## src/imu_angle_frame_heading_assert.svh

```systemverilog
// Assertion macros shared by the heading parser.
// Both macros use the clock and reset of the module that expands them.
`ifndef IMU_ANGLE_FRAME_HEADING_ASSERT_SVH
`define IMU_ANGLE_FRAME_HEADING_ASSERT_SVH

// Same-cycle implication.
`define IAFH_ASSERT_NOW(name, ante, cons) \
   name: assert property (@(posedge clock) disable iff (reset) (ante) |-> (cons)) \
      else $error("imu_angle_frame_heading: same-cycle check failed");

// Implication whose consequent is checked in the next cycle.
`define IAFH_ASSERT_NEXT(name, ante, cons) \
   name: assert property (@(posedge clock) disable iff (reset) (ante) |=> (cons)) \
      else $error("imu_angle_frame_heading: next-cycle check failed");

`endif

```

## src/iafh_pkg.sv

```systemverilog
package iafh_pkg;

   localparam int unsigned POS_W = 4;

   localparam logic [7:0] HDR_FIRST  = 8'h55;
   localparam logic [7:0] HDR_SECOND = 8'h53;

   localparam logic [POS_W-1:0] POS_HUNT   = 4'd0;
   localparam logic [POS_W-1:0] POS_HDR2   = 4'd1;
   localparam logic [POS_W-1:0] POS_BODY   = 4'd2;
   localparam logic [POS_W-1:0] POS_YAW_LO = 4'd6;
   localparam logic [POS_W-1:0] POS_YAW_HI = 4'd7;
   localparam logic [POS_W-1:0] POS_CHECK  = 4'd10;

   typedef struct packed {
      logic        done;
      logic [15:0] heading;
      logic        heading_valid;
      logic        checksum_ok;
   } frame_result_type;

endpackage

```

## src/iafh_parser.sv

```systemverilog
module iafh_parser (
   input  logic                      clock,
   input  logic                      reset,
   input  logic                      step_en,
   input  logic [7:0]                rx_byte,
   output iafh_pkg::frame_result_type result
);

   logic [iafh_pkg::POS_W-1:0] pos_ff, pos_in;
   logic [7:0]                 sum_ff, sum_in;
   logic [15:0]                yaw_ff, yaw_in;
   logic [7:0]                 sum_add;
   logic                       hunting;

   assign sum_add = sum_ff + rx_byte;
   assign hunting = (pos_ff == iafh_pkg::POS_HUNT) || (pos_ff > iafh_pkg::POS_CHECK);

   always_comb begin
      pos_in = pos_ff;
      sum_in = sum_ff;
      yaw_in = yaw_ff;
      // A header miss restarts the hunt on the current byte, so 0x55 0x55 slides by one.
      if (hunting || ((pos_ff == iafh_pkg::POS_HDR2) && (rx_byte != iafh_pkg::HDR_SECOND))) begin
         yaw_in = 16'd0;
         if (rx_byte == iafh_pkg::HDR_FIRST) begin
            pos_in = iafh_pkg::POS_HDR2;
            sum_in = iafh_pkg::HDR_FIRST;
         end else begin
            pos_in = iafh_pkg::POS_HUNT;
            sum_in = 8'd0;
         end
      end else if (pos_ff == iafh_pkg::POS_CHECK) begin
         pos_in = iafh_pkg::POS_HUNT;
         sum_in = 8'd0;
         yaw_in = 16'd0;
      end else begin
         pos_in = pos_ff + 4'd1;
         sum_in = sum_add;
         if (pos_ff == iafh_pkg::POS_YAW_LO) begin
            yaw_in = {yaw_ff[15:8], rx_byte};
         end else if (pos_ff == iafh_pkg::POS_YAW_HI) begin
            yaw_in = {rx_byte, yaw_ff[7:0]};
         end
      end
   end

   // Heading is the two's complement of the raw yaw; zero yaw yields zero.
   always_comb begin
      result.done          = (pos_ff == iafh_pkg::POS_CHECK);
      result.heading       = ~yaw_ff + 16'd1;
      result.heading_valid = (yaw_ff != 16'd0);
      result.checksum_ok   = (sum_ff == rx_byte);
   end

   always_ff @(posedge clock) begin
      if (reset) begin
         pos_ff <= iafh_pkg::POS_HUNT;
         sum_ff <= 8'd0;
         yaw_ff <= 16'd0;
      end else if (step_en) begin
         pos_ff <= pos_in;
         sum_ff <= sum_in;
         yaw_ff <= yaw_in;
      end
   end

endmodule

```

## src/imu_angle_frame_heading.sv

```systemverilog
// Channel   Dir  Word                                     Handshake
// req_      in   tdata[7:0] = rx_byte                     tvalid / tready
// rsp_      out  tdata[15:0] = heading,                   tvalid / tready
//                tuser[0] = heading_valid, [1] = checksum_ok
//
// One byte per cycle unless a result stalls; byte register and parser step together.
// A result word is registered in the output register after its checksum byte leaves the byte register.
// Synchronous active-high reset returns the parser to header hunting.
// A stalled result blocks only a checksum byte; other bytes keep flowing while the result waits.
module imu_angle_frame_heading (
   input  logic        clock,
   input  logic        reset,
   input  logic        req_tvalid,
   output logic        req_tready,
   input  logic [7:0]  req_tdata,   // [7:0] rx_byte
   output logic        rsp_tvalid,
   input  logic        rsp_tready,
   output logic [15:0] rsp_tdata,   // [15:0] heading
   output logic [1:0]  rsp_tuser    // [0] heading_valid, [1] checksum_ok
);

`include "imu_angle_frame_heading_assert.svh"

   logic                       in_valid_ff, in_valid_in;
   logic [7:0]                 in_byte_ff;
   logic                       rsp_valid_ff, rsp_valid_in;
   logic [15:0]                heading_ff;
   logic [1:0]                 flags_ff;
   logic                       advance;
   logic                       req_accept;
   iafh_pkg::frame_result_type result;

   iafh_parser u_parser (
      .clock   (clock),
      .reset   (reset),
      .step_en (advance),
      .rx_byte (in_byte_ff),
      .result  (result)
   );

   assign advance    = in_valid_ff && (!result.done || !rsp_valid_ff || rsp_tready);
   assign req_tready = !in_valid_ff || advance;
   assign req_accept = req_tvalid && req_tready;

   always_comb begin
      in_valid_in = in_valid_ff;
      if (req_accept) begin
         in_valid_in = 1'b1;
      end else if (advance) begin
         in_valid_in = 1'b0;
      end
      rsp_valid_in = rsp_valid_ff;
      if (advance && result.done) begin
         rsp_valid_in = 1'b1;
      end else if (rsp_tready) begin
         rsp_valid_in = 1'b0;
      end
   end

   always_ff @(posedge clock) begin
      if (reset) begin
         in_valid_ff  <= 1'b0;
         rsp_valid_ff <= 1'b0;
      end else begin
         in_valid_ff  <= in_valid_in;
         rsp_valid_ff <= rsp_valid_in;
      end
   end

   always_ff @(posedge clock) begin
      if (req_accept) begin
         in_byte_ff <= req_tdata;
      end
      if (advance && result.done) begin
         heading_ff <= result.heading_valid ? result.heading : 16'd0;
         flags_ff   <= {result.checksum_ok, result.heading_valid};
      end
   end

   assign rsp_tvalid = rsp_valid_ff;
   assign rsp_tdata  = heading_ff;
   assign rsp_tuser  = flags_ff;

   `IAFH_ASSERT_NOW(a_invalid_zero, rsp_tvalid && !rsp_tuser[0], rsp_tdata == 16'd0)
   `IAFH_ASSERT_NOW(a_valid_nonzero, rsp_tvalid && rsp_tuser[0], rsp_tdata != 16'd0)
   `IAFH_ASSERT_NOW(a_ready_when_empty, !rsp_valid_ff, req_tready)
   `IAFH_ASSERT_NEXT(a_check_byte_held,
      in_valid_ff && result.done && rsp_valid_ff && !rsp_tready,
      in_valid_ff && $stable(in_byte_ff))

endmodule
```

## config.mk

```make
export PLATFORM = sky130hd
export DESIGN_NAME = imu_angle_frame_heading
export DESIGN_NICKNAME = d
export VERILOG_FILES = /design/src/iafh_pkg.sv /design/src/iafh_parser.sv /design/src/imu_angle_frame_heading.sv
export VERILOG_INCLUDE_DIRS = /design/src /design/src/src
export SDC_FILE = /design/constraint.sdc
export NUM_CORES = 1
export LEC_CHECK = 0
export BUFFER_PORTS_ARGS = -buffer_cell sky130_fd_sc_hd__buf_2
export CAP_MARGIN = 20
export CORE_ASPECT_RATIO = 1.75
export CORE_MARGIN = 1
export CORE_UTILIZATION = 60
export DETAILED_ROUTE_END_ITERATION = 6
export PLACE_DENSITY = 0.82
export SLEW_MARGIN = 20
export SYNTH_ARGS = -nofsm -noshare
export SYNTH_HDL_FRONTEND = slang
export SYNTH_SLANG_ARGS = --single-unit
```

## constraint.sdc

```tcl
create_clock -name clock -period 5.95 [get_ports clock]
set_input_delay 1.19 -clock clock [delete_from_list [all_inputs] [get_ports clock]]
set_output_delay 1.19 -clock clock [all_outputs]
set_load 0.02 [all_outputs]
```

==> results.sh <==
export IMPL_fin_util_pct=69.8
export IMPL_gr_total_overflow=0
export IMPL_ys_warn_count=0
export IMPL_ir_worst_vdd_v=0.000213
export IMPL_synth_top_area_share_pct=29.0
export IMPL_crit_buf_inv=2
export IMPL_fin_skew_ps=7.34
export IMPL_crit_fanout=5
export IMPL_hold_viol=0
export IMPL_critPathMaxStageDelay_ps=250
export IMPL_grtUsageTotal_pct=24.2
export IMPL_drv_slew=0
export IMPL_crit_end="req_tready"
export IMPL_synth_seq_area_share_pct=51.3
export IMPL_setup_worst_path_start_class="input pin"
export IMPL_hold_start="u_parser.sum_ff[3]$_SDFFE_PP0P_"
export IMPL_rsz0062_at_grt="false"
export IMPL_h_tree_depth=2
export IMPL_ant_nets=0
export IMPL_cpMaxStageDelayCell="nor2b_1"
export IMPL_vias=2034
export IMPL_grt_pass1_wl_um=8620
export IMPL_worstMarginPinSlew_ps=939
export IMPL_fin_setup_tns_ps=0
export IMPL_worstPathCellList="buf_2 -> nor2b_1 -> nand3_1 -> buf_2"
export IMPL_io_pins=32
export IMPL_syn_area_um2=2690
export IMPL_synthAdderAreaFrac_pct=4.47
export IMPL_die_width_um=52.6
export IMPL_max_slew_margin_rel_pct=37.0
export IMPL_yosysTopAreaCell="edfxtp_1"
export IMPL_synth_ff_type="dfxtp_1"
export IMPL_p_leak_nw=1.12
export IMPL_drc=0
export IMPL_r2r_end="rsp_tdata[9]$_SDFFCE_PN0P_"
export IMPL_r2r_start="u_parser.pos_ff[2]$_SDFFE_PP0P_"
export IMPL_fmax_mhz=327
export IMPL_grt_start_max_net_pins=22
export IMPL_clkPwrFrac_pct=29.5
export IMPL_num_rows=31
export IMPL_crit_arrival_ps=1870
export IMPL_antenna_found_initial=0
export IMPL_die_y_um=90.6
export IMPL_postSynthNetCount=266
export IMPL_period_share_pct=51.4
export IMPL_avgSynthCellArea_um2=11.0
export IMPL_swShare_pct=22.9
export IMPL_wl_per_cell_um=15.9
export IMPL_synth_async_reset_ratio_pct=0
export IMPL_initial_core_util_pct=63.6
export IMPL_p_per_area_nw_per_um2=224
export IMPL_critPathTopFamily="simple AND/OR/NAND/NOR gates"
export IMPL_nets=295
export IMPL_yosys_top_cells_area="edfxtp_1 (29%), dfxtp_1 (22%), a22o_1 (4.9%)"
export IMPL_reg2reg_slack_ps=3420
export IMPL_end_kind="primary output"
export IMPL_setup_viol=0
export IMPL_crit_start="rsp_tready"
export IMPL_synth_top_family_by_area="compound AO/OA/AOI/OAI gates"
export IMPL_yosysUniqueCellTypes=50
export IMPL_cts_resized=0
export IMPL_insertedDiodeCount=0
export IMPL_grt_pass1_vias=1909
export IMPL_syn_to_final_growth_pct=9.72
export IMPL_seqPwrFrac_pct=63.4
export IMPL_synth_edf_count=26
export IMPL_clk_pin_slew_ps=90
export IMPL_gp_congestion=0.942
export IMPL_core_area_um2=4230
export IMPL_hold_class="reg2reg"
export IMPL_synth_most_common_cell="dfxtp_1"
export IMPL_period_minus_slack_ps=3060
export IMPL_whs_ps=500
export IMPL_synth_compound_area_share_pct=19.7
export IMPL_synth_commonest_cells="dfxtp_1 (30), edfxtp_1 (26), nor2_1 (26), a22o_1 (15), a21oi_1 (11)"
export IMPL_status="completed"
export IMPL_initialDrtViolationCount=38
export IMPL_place_hpwl_um=3920
export IMPL_cp_common_cell="buf_2"
export IMPL_hold_buffers=0
export IMPL_crit_cells=4
export IMPL_synthXorXnorAreaFrac_pct=5.21
export IMPL_drtPass1Iterations=4
export IMPL_p_int_w=0.000510
export IMPL_syn_inst=245
export IMPL_worst_ep_required_time_ps=4760
export IMPL_cts_sinks=56
export IMPL_wirelength_um=5170
export IMPL_clk_latency_ps=300
export IMPL_dieArea_um2=4770
export IMPL_ctsLongestPathBuffers=2
export IMPL_cts_buffers=5
export IMPL_post_cts_buffers=0
export IMPL_yosys_register_bits=56
export IMPL_setup_ws_ps=2890
export IMPL_drv_cap=0
export IMPL_fillCellCount=349
export IMPL_layout_drive_gt1_share_pct=16.0
export IMPL_viasPerCell=6.28
export IMPL_place_ws_ps=2880
export IMPL_port_buffer_count=31
export IMPL_cts_root_buf="clkbuf_8"
export IMPL_power_switching_w=0.000152
export IMPL_synth_simple_gate_area_share_pct=16.8
export IMPL_worstSetupPathType="in2out"
export IMPL_combinationalPowerShare_pct=7.1
export IMPL_worstRegToRegCells=3
export IMPL_cts_tree="yes"
export IMPL_synth_area_mux_share_pct=0
==> cell families after synthesis <==
| family | after synthesis |
|---|---|
| flops | 56 |
| simple gates | 79 |
| xor+xnor | 16 |
| compound gates | 69 |
| fa+ha+maj | 9 |
| buf+inv | 16 |
==> layout make-up <==
type | instances | area, um^2 | share of cell area [%]
clock inverter | 2 | 11.3 | 0.382
clock buffer | 6 | 72.6 | 2.46
timing repair buffer | 31 | 155 | 5.26
inverter | 7 | 26.3 | 0.890
tap | 49 | 61.3 | 2.08
multi-input combinational | 173 | 1240 | 42.1
sequential | 56 | 1380 | 46.8
==> worst reg2reg max path, delay by kind of cell, from the launching register on <==
kind            cells  cell delay (ps)
simple gates        2             1070
compound gates      1              570
flops               1              530
==> routing by layer <==
metal,GRT usage [%],wire length (um),vias to the layer above
li1,-,-,986
met2,42.0,2810,61
met1,25.9,1950,968
met5,0,0,-
met4,14.3,218,0
met3,3.87,188,19
==> power groups by stage <==
stage	logic [W]	registers [W]	clock network [W]
CTS	0.0000462	0.000419	0.000200
global placement	0.0000449	0.000428	0
global route	0.0000522	0.000420	0.000210
finish	0.0000468	0.000419	0.000195
floorplan	0.0000368	0.000421	0
detailed placement	0.0000456	0.000428	0
==> state kept, by name (all words and copies together) (netlist names) <==
name / cells
u_parser.sum_ff: 8
u_parser.pos_ff: 4
u_parser.yaw_ff: 16
in_valid_ff: 1
rsp_tuser: 2
rsp_tvalid: 1
in_byte_ff: 8
rsp_tdata: 16
==> layout by cell type, fill, tap and decap left out, types with 2 or more instances in the layout <==
cell type   n
nand4_1     2
nor3b_1     2
and2_1      3
inv_1       6
o22ai_4     2
xnor2_1     9
nor4b_1     2
nand3_1     7
nor2_1     26
nor2b_1     8
ha_1        8
nand2_1     7
and3b_1     2
a221o_1     2
a22o_1     15
dfxtp_1    30
a21o_1      3
xor2_1      7
buf_2      31
a32oi_1     4
edfxtp_1   26
nor3_1      7
nor4_1      4
a21oi_1    11
a31oi_1     2
clkbuf_8    5
a211oi_1    8
o211ai_1    4
o21ai_0     9
==> per-stage QoR <==
step	instances	total power, W	cell area (um^2)
6_report	324	0.000662	2950
5_1_grt	324	0.000682	2950
4_1_cts	324	0.000665	2950
3_5_place_dp	316	0.000474	2870
3_3_place_gp	316	0.000473	2870
2_1_floorplan	245	0.000458	2690
==> how the worst min path moves through the flow <==
stage	to	depth (start not counted)	slack, ps
2_1_floorplan	u_parser.sum_ff[3]$_SDFFE_PP0P_	2	460
3_3_place_gp	u_parser.sum_ff[3]$_SDFFE_PP0P_	2	470
3_5_place_dp	u_parser.sum_ff[3]$_SDFFE_PP0P_	2	480
4_1_cts	u_parser.sum_ff[3]$_SDFFE_PP0P_	2	510
5_1_grt	u_parser.sum_ff[0]$_SDFFE_PP0P_	2	540
6_report	u_parser.sum_ff[3]$_SDFFE_PP0P_	2	500
No activity file was read; power rests on OpenSTA's default activity.
